`config.mk`:
```
export PLATFORM = sky130hd
export DESIGN_NAME = proper_divisor_sum
export DESIGN_NICKNAME = d
export VERILOG_FILES = /design/src/hdl/pdsum_pkg.sv /design/src/hdl/pdsum_ctrl.sv /design/src/hdl/pdsum_dp.sv /design/src/hdl/proper_divisor_sum.sv
export SDC_FILE = /design/constraint.sdc
export NUM_CORES = 1
export LEC_CHECK = 0
export BUFFER_PORTS_ARGS = -buffer_cell sky130_fd_sc_hd__buf_2
export CELL_PAD_IN_SITES_DETAIL_PLACEMENT = 0
export CELL_PAD_IN_SITES_GLOBAL_PLACEMENT = 1
export CORE_AREA = 2 2 149 151
export DETAILED_ROUTE_END_ITERATION = 7
export DIE_AREA = 0 0 151 153
export PLACE_DENSITY = 0.82
export SLEW_MARGIN = 20
export SYNTH_ARGS = -nofsm -noshare
export SYNTH_HDL_FRONTEND = slang
export SYNTH_SLANG_ARGS = --single-unit
export TNS_END_PERCENT = 10
```
`constraint.sdc`:
```
create_clock -name i_clk -period 15.1 [get_ports i_clk]
set_input_delay 3.02 -clock i_clk [delete_from_list [all_inputs] [get_ports i_clk]]
set_output_delay 3.02 -clock i_clk [all_outputs]
set_load 0.05 [all_outputs]
```
`src/hdl/pdsum_pkg.sv`:
```
// package with widths, types and control structs of the divisor sum block
`timescale 1ns / 1ps
`default_nettype none

package pdsum_pkg;

    localparam int NUMBER_BITS = 20;
    localparam int SUM_BITS    = 22;
    localparam int S_BITS      = (NUMBER_BITS + 1) / 2;
    localparam int ROOT_BITS   = S_BITS + 1;
    localparam int PROD_BITS   = 2 * S_BITS;
    localparam int CNT_BITS    = $clog2(NUMBER_BITS);
    localparam int ACC_BITS    = ((NUMBER_BITS > SUM_BITS) ? NUMBER_BITS : SUM_BITS) + 2;

    typedef logic [NUMBER_BITS-1:0] t_number;
    typedef logic [SUM_BITS-1:0]    t_sum;
    typedef logic [S_BITS-1:0]      t_sroot;
    typedef logic [ROOT_BITS-1:0]   t_root;
    typedef logic [CNT_BITS-1:0]    t_cnt;

    localparam t_sum SUM_MAX = '1;

    typedef struct packed {
        logic load_in;
        logic sqrt_step;
        logic root_fix;
        logic div_start;
        logic div_step;
        logic acc;
        logic load_out;
    } t_dp_cmd;

    typedef struct packed {
        logic cnt_zero;
        logic cont;
        logic out_busy;
    } t_dp_sts;

endpackage

`default_nettype wire

```
`src/hdl/pdsum_ctrl.sv`:
```
// controller state machine sequencing root, trial divisions and result
`timescale 1ns / 1ps
`default_nettype none

module pdsum_ctrl (
    input  wire                 i_clk,
    input  wire                 i_rst_n,
    input  wire                 i_in_valid,
    output logic                o_in_ready,
    input  pdsum_pkg::t_dp_sts  i_sts,
    output pdsum_pkg::t_dp_cmd  o_cmd
);

    localparam logic [2:0] S_IDLE = 3'd0;
    localparam logic [2:0] S_ROOT = 3'd1;
    localparam logic [2:0] S_FIX  = 3'd2;
    localparam logic [2:0] S_TEST = 3'd3;
    localparam logic [2:0] S_DIV  = 3'd4;
    localparam logic [2:0] S_ACC  = 3'd5;
    localparam logic [2:0] S_DONE = 3'd6;

    logic [2:0] r_state;
    logic [2:0] n_state;

    always_ff @(posedge i_clk) begin
        if (!i_rst_n) begin
            r_state <= S_IDLE;
        end else begin
            r_state <= n_state;
        end
    end

    always_comb begin
        n_state    = r_state;
        o_cmd      = '0;
        o_in_ready = 1'b0;
        unique case (r_state)
            S_IDLE: begin
                o_in_ready = 1'b1;
                if (i_in_valid) begin
                    o_cmd.load_in = 1'b1;
                    n_state       = S_ROOT;
                end
            end
            S_ROOT: begin
                o_cmd.sqrt_step = 1'b1;
                if (i_sts.cnt_zero) begin
                    n_state = S_FIX;
                end
            end
            S_FIX: begin
                o_cmd.root_fix = 1'b1;
                n_state        = S_TEST;
            end
            S_TEST: begin
                if (i_sts.cont) begin
                    o_cmd.div_start = 1'b1;
                    n_state         = S_DIV;
                end else begin
                    n_state = S_DONE;
                end
            end
            S_DIV: begin
                o_cmd.div_step = 1'b1;
                if (i_sts.cnt_zero) begin
                    n_state = S_ACC;
                end
            end
            S_ACC: begin
                o_cmd.acc = 1'b1;
                n_state   = S_TEST;
            end
            S_DONE: begin
                if (!i_sts.out_busy) begin
                    o_cmd.load_out = 1'b1;
                    n_state        = S_IDLE;
                end
            end
            default: begin
                n_state = S_IDLE;
            end
        endcase
    end

endmodule

`default_nettype wire

```
`src/hdl/pdsum_dp.sv`:
```
// datapath: bitwise square root, restoring divider, accumulator, output register
`timescale 1ns / 1ps
`default_nettype none

module pdsum_dp (
    input  wire                           i_clk,
    input  wire                           i_rst_n,
    input  pdsum_pkg::t_dp_cmd            i_cmd,
    output pdsum_pkg::t_dp_sts            o_sts,
    input  wire [pdsum_pkg::NUMBER_BITS-1:0] i_number,
    output logic                          o_out_valid,
    input  wire                           i_out_ready,
    output logic [pdsum_pkg::SUM_BITS-1:0] o_divisor_sum
);

    pdsum_pkg::t_number r_n;
    pdsum_pkg::t_sroot  r_s;
    pdsum_pkg::t_cnt    r_cnt;
    pdsum_pkg::t_root   r_r;
    pdsum_pkg::t_root   r_i;
    pdsum_pkg::t_root   r_rem;
    pdsum_pkg::t_number r_quo;
    pdsum_pkg::t_sum    r_acc;
    pdsum_pkg::t_sum    r_out_sum;
    logic               r_out_valid;

    pdsum_pkg::t_sroot                   w_trial;
    pdsum_pkg::t_sroot                   w_mul_op;
    logic [pdsum_pkg::PROD_BITS-1:0]     w_prod;
    logic [pdsum_pkg::PROD_BITS-1:0]     w_n_ext;
    pdsum_pkg::t_root                    w_root;
    logic [pdsum_pkg::ROOT_BITS:0]       w_rem_sh;
    logic [pdsum_pkg::ROOT_BITS:0]       w_div;
    logic                                w_ge;
    logic [pdsum_pkg::ROOT_BITS:0]       w_rem_nx;
    logic                                w_hit;
    logic [pdsum_pkg::ACC_BITS-1:0]      w_sum_wide;
    pdsum_pkg::t_sum                     w_sum_sat;

    assign w_trial  = r_s | (pdsum_pkg::S_BITS'(1) << r_cnt);
    assign w_mul_op = i_cmd.root_fix ? r_s : w_trial;
    assign w_prod   = pdsum_pkg::PROD_BITS'(w_mul_op) * pdsum_pkg::PROD_BITS'(w_mul_op);
    assign w_n_ext  = pdsum_pkg::PROD_BITS'(r_n);
    assign w_root   = (w_prod == w_n_ext) ? pdsum_pkg::ROOT_BITS'(r_s)
                                          : pdsum_pkg::ROOT_BITS'(r_s) + pdsum_pkg::ROOT_BITS'(1);

    assign w_rem_sh = {r_rem, r_quo[pdsum_pkg::NUMBER_BITS-1]};
    assign w_div    = {1'b0, r_i};
    assign w_ge     = (w_rem_sh >= w_div);
    assign w_rem_nx = w_ge ? (w_rem_sh - w_div) : w_rem_sh;

    assign w_hit      = (r_rem == '0);
    assign w_sum_wide = pdsum_pkg::ACC_BITS'(r_acc)
                      + (w_hit ? pdsum_pkg::ACC_BITS'(r_i) : '0)
                      + ((w_hit && (pdsum_pkg::ACC_BITS'(r_quo) > pdsum_pkg::ACC_BITS'(r_r)))
                         ? pdsum_pkg::ACC_BITS'(r_quo) : '0);
    assign w_sum_sat  = (w_sum_wide > pdsum_pkg::ACC_BITS'(pdsum_pkg::SUM_MAX))
                      ? pdsum_pkg::SUM_MAX : w_sum_wide[pdsum_pkg::SUM_BITS-1:0];

    assign o_sts.cnt_zero = (r_cnt == '0);
    assign o_sts.cont     = (r_i > pdsum_pkg::ROOT_BITS'(1))
                         && (pdsum_pkg::NUMBER_BITS'(r_i) != r_n);
    assign o_sts.out_busy = r_out_valid & ~i_out_ready;

    always_ff @(posedge i_clk) begin
        if (i_cmd.load_in) begin
            r_n   <= i_number;
            r_s   <= '0;
            r_cnt <= pdsum_pkg::CNT_BITS'(pdsum_pkg::S_BITS - 1);
            r_acc <= pdsum_pkg::SUM_BITS'(1);
        end
        if (i_cmd.sqrt_step) begin
            if (w_prod <= w_n_ext) begin
                r_s <= w_trial;
            end
            r_cnt <= r_cnt - pdsum_pkg::CNT_BITS'(1);
        end
        if (i_cmd.root_fix) begin
            r_r <= w_root;
            r_i <= w_root;
        end
        if (i_cmd.div_start) begin
            r_rem <= '0;
            r_quo <= r_n;
            r_cnt <= pdsum_pkg::CNT_BITS'(pdsum_pkg::NUMBER_BITS - 1);
        end
        if (i_cmd.div_step) begin
            r_rem <= w_rem_nx[pdsum_pkg::ROOT_BITS-1:0];
            r_quo <= {r_quo[pdsum_pkg::NUMBER_BITS-2:0], w_ge};
            r_cnt <= r_cnt - pdsum_pkg::CNT_BITS'(1);
        end
        if (i_cmd.acc) begin
            r_acc <= w_sum_sat;
            r_i   <= r_i - pdsum_pkg::ROOT_BITS'(1);
        end
        if (i_cmd.load_out) begin
            r_out_sum <= r_acc;
        end
    end

    always_ff @(posedge i_clk) begin
        if (!i_rst_n) begin
            r_out_valid <= 1'b0;
        end else if (i_cmd.load_out) begin
            r_out_valid <= 1'b1;
        end else if (i_out_ready) begin
            r_out_valid <= 1'b0;
        end
    end

    assign o_out_valid   = r_out_valid;
    assign o_divisor_sum = r_out_sum;

endmodule

`default_nettype wire

```
`src/hdl/proper_divisor_sum.sv`:
```
// top level: sum of proper divisors by trial division
//
//  channel   signals                              width
//  input     i_in_valid  o_in_ready   i_number     20
//  output    o_out_valid i_out_ready  o_divisor_sum 22
//
// each candidate divisor, from r the ceiling root of the number down, is tested by
//   restoring division, one divider step per cycle (20 steps plus test and add per candidate)
// the root takes one multiply and compare per bit
// reset clears the controller and the output valid flag
// a new number is taken while a result waits; it finishes only once the output is free
`timescale 1ns / 1ps
`default_nettype none

module proper_divisor_sum (
    input  wire                             i_clk,
    input  wire                             i_rst_n,
    input  wire                             i_in_valid,
    output logic                            o_in_ready,
    input  wire [pdsum_pkg::NUMBER_BITS-1:0] i_number,
    output logic                            o_out_valid,
    input  wire                             i_out_ready,
    output logic [pdsum_pkg::SUM_BITS-1:0]  o_divisor_sum
);

    pdsum_pkg::t_dp_cmd w_cmd;
    pdsum_pkg::t_dp_sts w_sts;

    pdsum_ctrl u_ctrl (
        .i_clk      (i_clk),
        .i_rst_n    (i_rst_n),
        .i_in_valid (i_in_valid),
        .o_in_ready (o_in_ready),
        .i_sts      (w_sts),
        .o_cmd      (w_cmd)
    );

    pdsum_dp u_dp (
        .i_clk         (i_clk),
        .i_rst_n       (i_rst_n),
        .i_cmd         (w_cmd),
        .o_sts         (w_sts),
        .i_number      (i_number),
        .o_out_valid   (o_out_valid),
        .i_out_ready   (i_out_ready),
        .o_divisor_sum (o_divisor_sum)
    );

endmodule

`default_nettype wire

```
==> results of run 1 <==
## Yosys cell counts, drive strengths merged, types with 17 or more instances
library cell  instances  area (um^2)
nor2                 62          233
o21ai                48          240
o21a                 20          150
nor3                 18         95.1
fa                   60         1200
nand2                99          379
edfxtp              122         3660
xor2                 22          200
nand4                19          119
clkbuf               24         90.1
a21oi                73          373
and2                 17          108
ha                  126         1580
inv                 168          631
xnor2                50          438
a21o                 30          226
## layout make-up
class | instances | area (um^2)
well taps | 280 | 350
clock buffers | 26 | 596
inverters | 170 | 639
multi-input cells | 810 | 6650
flip-flops and latches | 136 | 3940
fillers | 1935 | 8980
clock inverters | 6 | 42.5
repair buffers | 53 | 280
## cells in the final DEF (no fill, tap or decap), types with 6 or more instances in the layout
cell type	instances
buf_4	6
edfxtp_1	122
xnor2_1	50
o21a_1	20
buf_2	47
nor2b_1	13
clkbuf_16	22
nand2b_1	7
dfxtp_1	14
nor4_1	10
mux2_2	7
nor2_1	61
inv_1	167
a22o_1	12
xor2_1	21
a21oi_1	71
nor3_1	17
nand3_1	14
nand2_1	97
o211ai_1	15
a21o_1	29
ha_1	126
o21ai_0	45
fa_1	60
and2_1	16
nand4_1	19
## registers in the layout (all words and copies together) (netlist names)
name                count
u_dp.r_cnt              5
u_dp.r_acc             22
u_dp.r_rem             11
u_dp.r_r               11
u_ctrl.r_state          3
u_dp.r_s               10
u_dp.r_i               11
u_dp.r_n               20
u_dp.r_quo             20
u_dp.o_divisor_sum     22
u_dp.o_out_valid        1
## power by group through the flow
stage	Clock [mW]	Sequential, mW	Combinational (mW)
floorplan	0	0.432	0.0532
global placement	0	0.436	0.0718
detailed placement	0	0.436	0.0727
CTS	0.446	0.428	0.0733
global route	0.460	0.429	0.0823
finish	0.442	0.428	0.0728
## critical path, delay by kind of cell (launching register included)
| family | cells | cell delay [ns] |
|---|---|---|
| adder cells (fa/ha/maj) | 7 | 2.97 |
| buffers and inverters | 4 | 0.49 |
| AND/OR/NAND/NOR | 8 | 2.60 |
| AO/OA/AOI/OAI | 7 | 1.71 |
| flip-flops | 1 | 0.51 |
| multiplexers | 1 | 0.27 |
| XOR/XNOR | 2 | 0.22 |
## per-stage QoR
step,std cells,util [%],setup slack (ns),cell area [um^2]
floorplan,1147,-,7.12,11400
global placement,1449,55.2,6.43,11900
detailed placement,1449,55.2,6.18,11900
CTS,1481,58.2,6.15,12500
global route,1481,58.2,5.59,12500
finish,1481,58.2,6.04,12500
## final timing paths
kind / to / slack [ns] / cells after the start
worst min-delay path: u_dp.o_divisor_sum[5] / 0.45 / 0
worst min register to register: u_dp.o_divisor_sum[5] / 0.45 / 0
worst max register to register: u_dp.r_i[9] / 6.04 / 29
worst max-delay path: u_dp.r_i[9] / 6.04 / 29
## kinds of logic (layout without fill, tap and decap cells)
group / count (synthesis) / count (layout) / synth area share (%)
DFF: 136 / 136 / 34.7
buffers and inverters: 201 / 255 / 6.90
and+or+nand+nor: 293 / 293 / 12.7
xor gates and xnor gates: 72 / 72 / 5.62
adders and majority gates: 186 / 186 / 24.4
AOI/OAI and AO/OA: 250 / 250 / 14.7
muxes: 9 / 9 / 0.870
## routing by layer
layer | vias to the layer above | part of all wire (%)
met5 | - | 0
met4 | 0 | 1.8
met3 | 32 | 3.3
met2 | 178 | 51
met1 | 4048 | 44
li1 | 4098 | -
==> results.md, run 1 <==
* Tot GR Track Use at 24.9%
* Largest net degree at the start of global routing at 40
* GR peak layer: met2
* Worst EP required at 15.27 ns
* Pwr/cell area at 75.4 nW/um^2
* Via count at 8356
* Remaining antenna violation count at 0
* Via density at 5.64
* FF+latch count, synth at 136
* RSZ-0062 raised after global routing: no
* PostCTS Resize Cnt at 0
* LEAKAGE at 5.81 nW
* Num CTS Buffers at 17
* RePlAce Congestion at 0.898
* WL per Instance at 18.4 um
* Drt total wl at 27200 um
* Final hold slack at 0.449 ns
* Chip Height at 153 um
* CTS tree: yes
* 1st-pass router iterations at 5
* VDD IR max at 0.0000649 V
* Vias in the first global route at 8427
* Critical path peak fanout at 11
* Final Cycle Share at 60.0%
* M3 GR Usage at 2.99%
* Power Total at 0.943 mW
* Critical Path Source Type: flip-flop
* Net Sw Frac at 23.6%
* Global-route wire length before repair at 44400 um
* Met2 Use GR at 43.6%
* Reg-to-Reg Start: u_ctrl.r_state[1]
* # Post-CTS Setup Buffers at 0
* Final Slew Violations at 0
* Crit path launch: u_ctrl.r_state[1]
* F_max at 0.110 GHz
* P_int at 0.720 mW
* Clock Latency Late Sink at 0.43 ns
* Worst min path class: flip-flop to flip-flop
* Antenna violations before repair at 0
* Worst-Margin Slew at 1.07 ns
* Status: complete, no violations
* Clock sink total at 136
* Total global routing overflow at 0
* Met1 GRT Util at 32.5%
* H-Tree Level Count at 4
* Most used cell, CP: fa_1
* DP HPWL at 21700 um
* Combinational power share at 7.7%
* Die width at 151 um
* Clock power frac at 46.9%
* Synthesis-to-layout area growth at 10.0%
* Clock-pin slew on the worst setup and hold paths at 0.06 ns
* ANT cells at 0
* Clock Tree Buf Depth at 2
* WS Path Type: flip-flop to flip-flop
* Period minus WS final at 9.06 ns
* Ys async rst share at 0%
* Post-Synthesis Cells at 1147
* Setup TNS at 0 ns
* I/O pin count at 48
* Critical Path Max Stage Delay at 0.65 ns
* Ys flop type: edfxtp_1
* Crit path arrival time at 9.23 ns
* Max stage delay cell, worst path: or4_1
* Synth cell types at 80
* Share of post-route cells with drive strength above 1 at 9.74%
* Cell Area, Synth at 11400 um^2
* Critical Path End Type: flip-flop
* Sw power at 0.222 mW
* Hold-fix buffers, CTS at 0
* Die area at 23100 um^2
* Register area share after synthesis at 34.7%
* Placeable Area at 21500 um^2
* Finish-stage setup viols at 0
* Hold path start: u_dp.r_acc[5]
* Maxcap violations at 0
* Total number of yosys warnings at 0
* Slew headroom at 28.6%
* DRC at 0
* Iter 0 DRT Violations at 449
* Number of flops mapped to enable cells by yosys at 122
* Mean post-synth cell area at 9.91 um^2
* PortBufs at 47
* Num rows at 54
* Syn Nets at 1357
* Root Buffer: clkbuf_16
* Flop pwr share at 45.4%
* Initial Utilization at 52.9%
* Clk_skew at 0.0118 ns
* Hold Fails Final Rpt at 0
* # nets final at 1398
Note: power is estimated with default switching activity, not from simulation.
==> run 2, diff against run 1 <==
--- a/config.mk
+++ b/config.mk
@@ -8,10 +8,10 @@
 export BUFFER_PORTS_ARGS = -buffer_cell sky130_fd_sc_hd__buf_2
 export CELL_PAD_IN_SITES_DETAIL_PLACEMENT = 0
 export CELL_PAD_IN_SITES_GLOBAL_PLACEMENT = 1
-export CORE_AREA = 2 2 149 151
+export CORE_AREA = 2 2 162 164
 export DETAILED_ROUTE_END_ITERATION = 7
-export DIE_AREA = 0 0 151 153
-export PLACE_DENSITY = 0.82
+export DIE_AREA = 0 0 164 166
+export PLACE_DENSITY = 0.74
 export SLEW_MARGIN = 20
 export SYNTH_ARGS = -nofsm -noshare
 export SYNTH_HDL_FRONTEND = slang
==> constraint.sdc (replaced) <==
create_clock -name i_clk -period 7.9 [get_ports i_clk]
set_input_delay 1.58 -clock i_clk [delete_from_list [all_inputs] [get_ports i_clk]]
set_output_delay 1.58 -clock i_clk [all_outputs]
set_load 0.05 [all_outputs]
==> run 2 against run 1 <==
- utilization shrank 6.1 points
- routed wire length shrank 2.5%
- via count grew 1.2%
- sequential share of layout area shrank 2.0 points
- final cell count grew 8.3%
- hold slack lost 0.0031 ns
- sequential power grew 91%
- highest routed layer unchanged
==> results.md, run 2 (synthesis gave the netlist of run 1 again) <==
* Status: complete, no violations
* PortBufs at 47 (unchanged)
* Pwr/cell area at 133 nW/um^2 (+76%)
* Root Buffer: clkbuf_16
* Period minus WS final at 7.64 ns (-1.41 ns)
* Slew headroom at 31.5% (+3.0 points)
* RePlAce Congestion at 0.932 (+3.8%)
* Net Sw Frac at 25.2% (+1.6 points)
* Global-route wire length before repair at 44400 um (about the same)
* Critical Path Source Type: flip-flop
* 1st-pass router iterations at 7 (+2)
* Die width at 164 um (+8.6%)
* LEAKAGE at 6.15 nW (+5.9%)
* Clock sink total at 136 (unchanged)
* I/O pin count at 48 (unchanged)
* Vias in the first global route at 8524 (+1.2%)
* Iter 0 DRT Violations at 590 (+31%)
* Max stage delay cell, worst path: or4_4
* Critical path peak fanout at 8 (-3)
* Combinational power share at 9.4% (+1.7 points)
* Power Total at 1.77 mW (+88%)
* Worst-Margin Slew at 1.03 ns (-0.0421 ns)
* Critical Path Max Stage Delay at 0.57 ns (-0.08 ns)
* VDD IR max at 0.000108 V (+66%)
* Crit path arrival time at 7.82 ns (-1.41 ns)
* Flop pwr share at 46.0% (+0.6 points)
* Critical Path End Type: flip-flop
* Commonest non-fill, non-tap cell in the layout: inv_1
* WS Path Type: flip-flop to flip-flop
* # nets final at 1466 (+4.9%)
* Placeable Area at 25600 um^2 (+19%)
* Largest net degree at the start of global routing at 40 (unchanged)
* Most used cell, CP: fa_1
* Final hold slack at 0.446 ns (-0.00315 ns)
* Num rows at 59 (+9.3%)
* Drt total wl at 26500 um (-2.5%)
* Worst EP required at 8.08 ns (-7.19 ns)
* Clock-pin slew on the worst setup and hold paths at 0.07 ns (about the same)
* Die area at 27200 um^2 (+18%)
* Clock Latency Late Sink at 0.44 ns (about the same)
* Tot GR Track Use at 20.7% (-4.2 points)
* H-Tree Level Count at 4 (unchanged)
* F_max at 0.131 GHz (+18%)
* Via density at 5.27 (-6.6%)
* RSZ-0062 raised after global routing: yes
* CTS tree: yes
* Sw power at 0.447 mW (+100%)
* Maxcap violations at 0 (unchanged)
* P_int at 1.33 mW (+84%)
* Final Cycle Share at 96.7% (+37 points)
* Hold Fails Final Rpt at 0 (unchanged)
* Antenna violations before repair at 0 (unchanged)
* Finish-stage setup viols at 0 (unchanged)
* Clock Tree Buf Depth at 2 (unchanged)
* Most frequent cells in the layout: inv_1 (159), edfxtp_1 (122), ha_1 (117)
* Initial Utilization at 44.4% (-8.5 points)
* DP HPWL at 21200 um (-2.3%)
* Synthesis-to-layout area growth at 17.4%
* Share of post-route cells with drive strength above 1 at 18.6% (+8.9 points)
* Fin util at 52.1% (-6.1 points)
* Clk_skew at 0.0207 ns (+0.00887 ns)
* Total global routing overflow at 0 (unchanged)
* Clock power frac at 44.6% (-2.3 points)
* WL per Instance at 16.5 um (-10%)
* Num CTS Buffers at 17 (unchanged)
* Final Slew Violations at 0 (unchanged)
* Chip Height at 166 um (+8.5%)
* Remaining antenna violation count at 0 (unchanged)
* DRC at 0 (unchanged)
* Hold-fix buffers, CTS at 0 (unchanged)
* Via count at 8455 (+1.2%)
* Worst min path class: flip-flop to flip-flop
* ANT cells at 0 (unchanged)
==> run 2: cell type report <==
cell class                      instances  area [um^2]
Clock inverter                         12          103
Inverter                              170          642
Tap cell                              335          419
Timing Repair Buffer                  121          817
Fill cell                            2346        12300
Clock buffer                           20          489
Multi-Input combinational cell        810         6930
Sequential cell                       136         3950
==> run 2: final timing paths <==
kind | cells past startpoint | from | slack [ns] | to
setup / recovery | 31 | u_ctrl.r_state[2] | 0.26 | u_dp.r_i[5]
hold / removal | 0 | u_dp.r_acc[9] | 0.45 | u_dp.o_divisor_sum[9]
setup reg to reg | 31 | u_ctrl.r_state[2] | 0.26 | u_dp.r_i[5]
hold reg to reg | 0 | u_dp.r_acc[9] | 0.45 | u_dp.o_divisor_sum[9]
==> run 2: power groups by stage <==
stage	clock [mW]	combinational, mW	sequential [mW]
after floorplan	0	0.102	0.826
after global placement	0	0.156	0.830
after detailed placement	0	0.157	0.831
after CTS	0.806	0.160	0.816
after global routing	0.834	0.188	0.818
final	0.790	0.167	0.816
==> run 2: routing by layer <==
layer	track usage, %	share of wire [%]
met5	0	0
met4	5.91	2.1
met3	2.87	2.8
met2	33.9	48
met1	28.7	47
==> run 2: per-stage QoR <==
stage,instances,setup WS (ns),setup TNS [ns],instance area [um^2]
after floorplan,1147,0.00159,0,11400
after global placement,1567,-0.0918,-0.419,12400
after detailed placement,1567,-0.242,-3.02,12400
after CTS,1600,0.0155,0,13000
after global routing,1604,-0.0737,-0.171,13300
final,1604,0.258,0,13300
==> run 2: worst max-delay path, delay by kind of cell, from the launching register on <==
kind | cells | cell delay (ns)
adders and majority gates | 7 | 3.09
buffers and inverters | 6 | 0.49
xor gates and xnor gates | 1 | 0.14
AOI/OAI and AO/OA | 5 | 0.72
muxes | 1 | 0.27
and+or+nand+nor | 11 | 2.35
DFF | 1 | 0.32
==> run 2: repair_timing <==
| item | in CTS | in global routing |
|---|---|---|
| setup buffers | 1 | 5 |
| setup endpoints to repair | 25 | 32 |
| pin swaps | 0 | 38 |
| endpoints found under the hold margin | 0 | 0 |
| cloned | 0 | 0 |
| gates resized for setup | 9 | 60 |
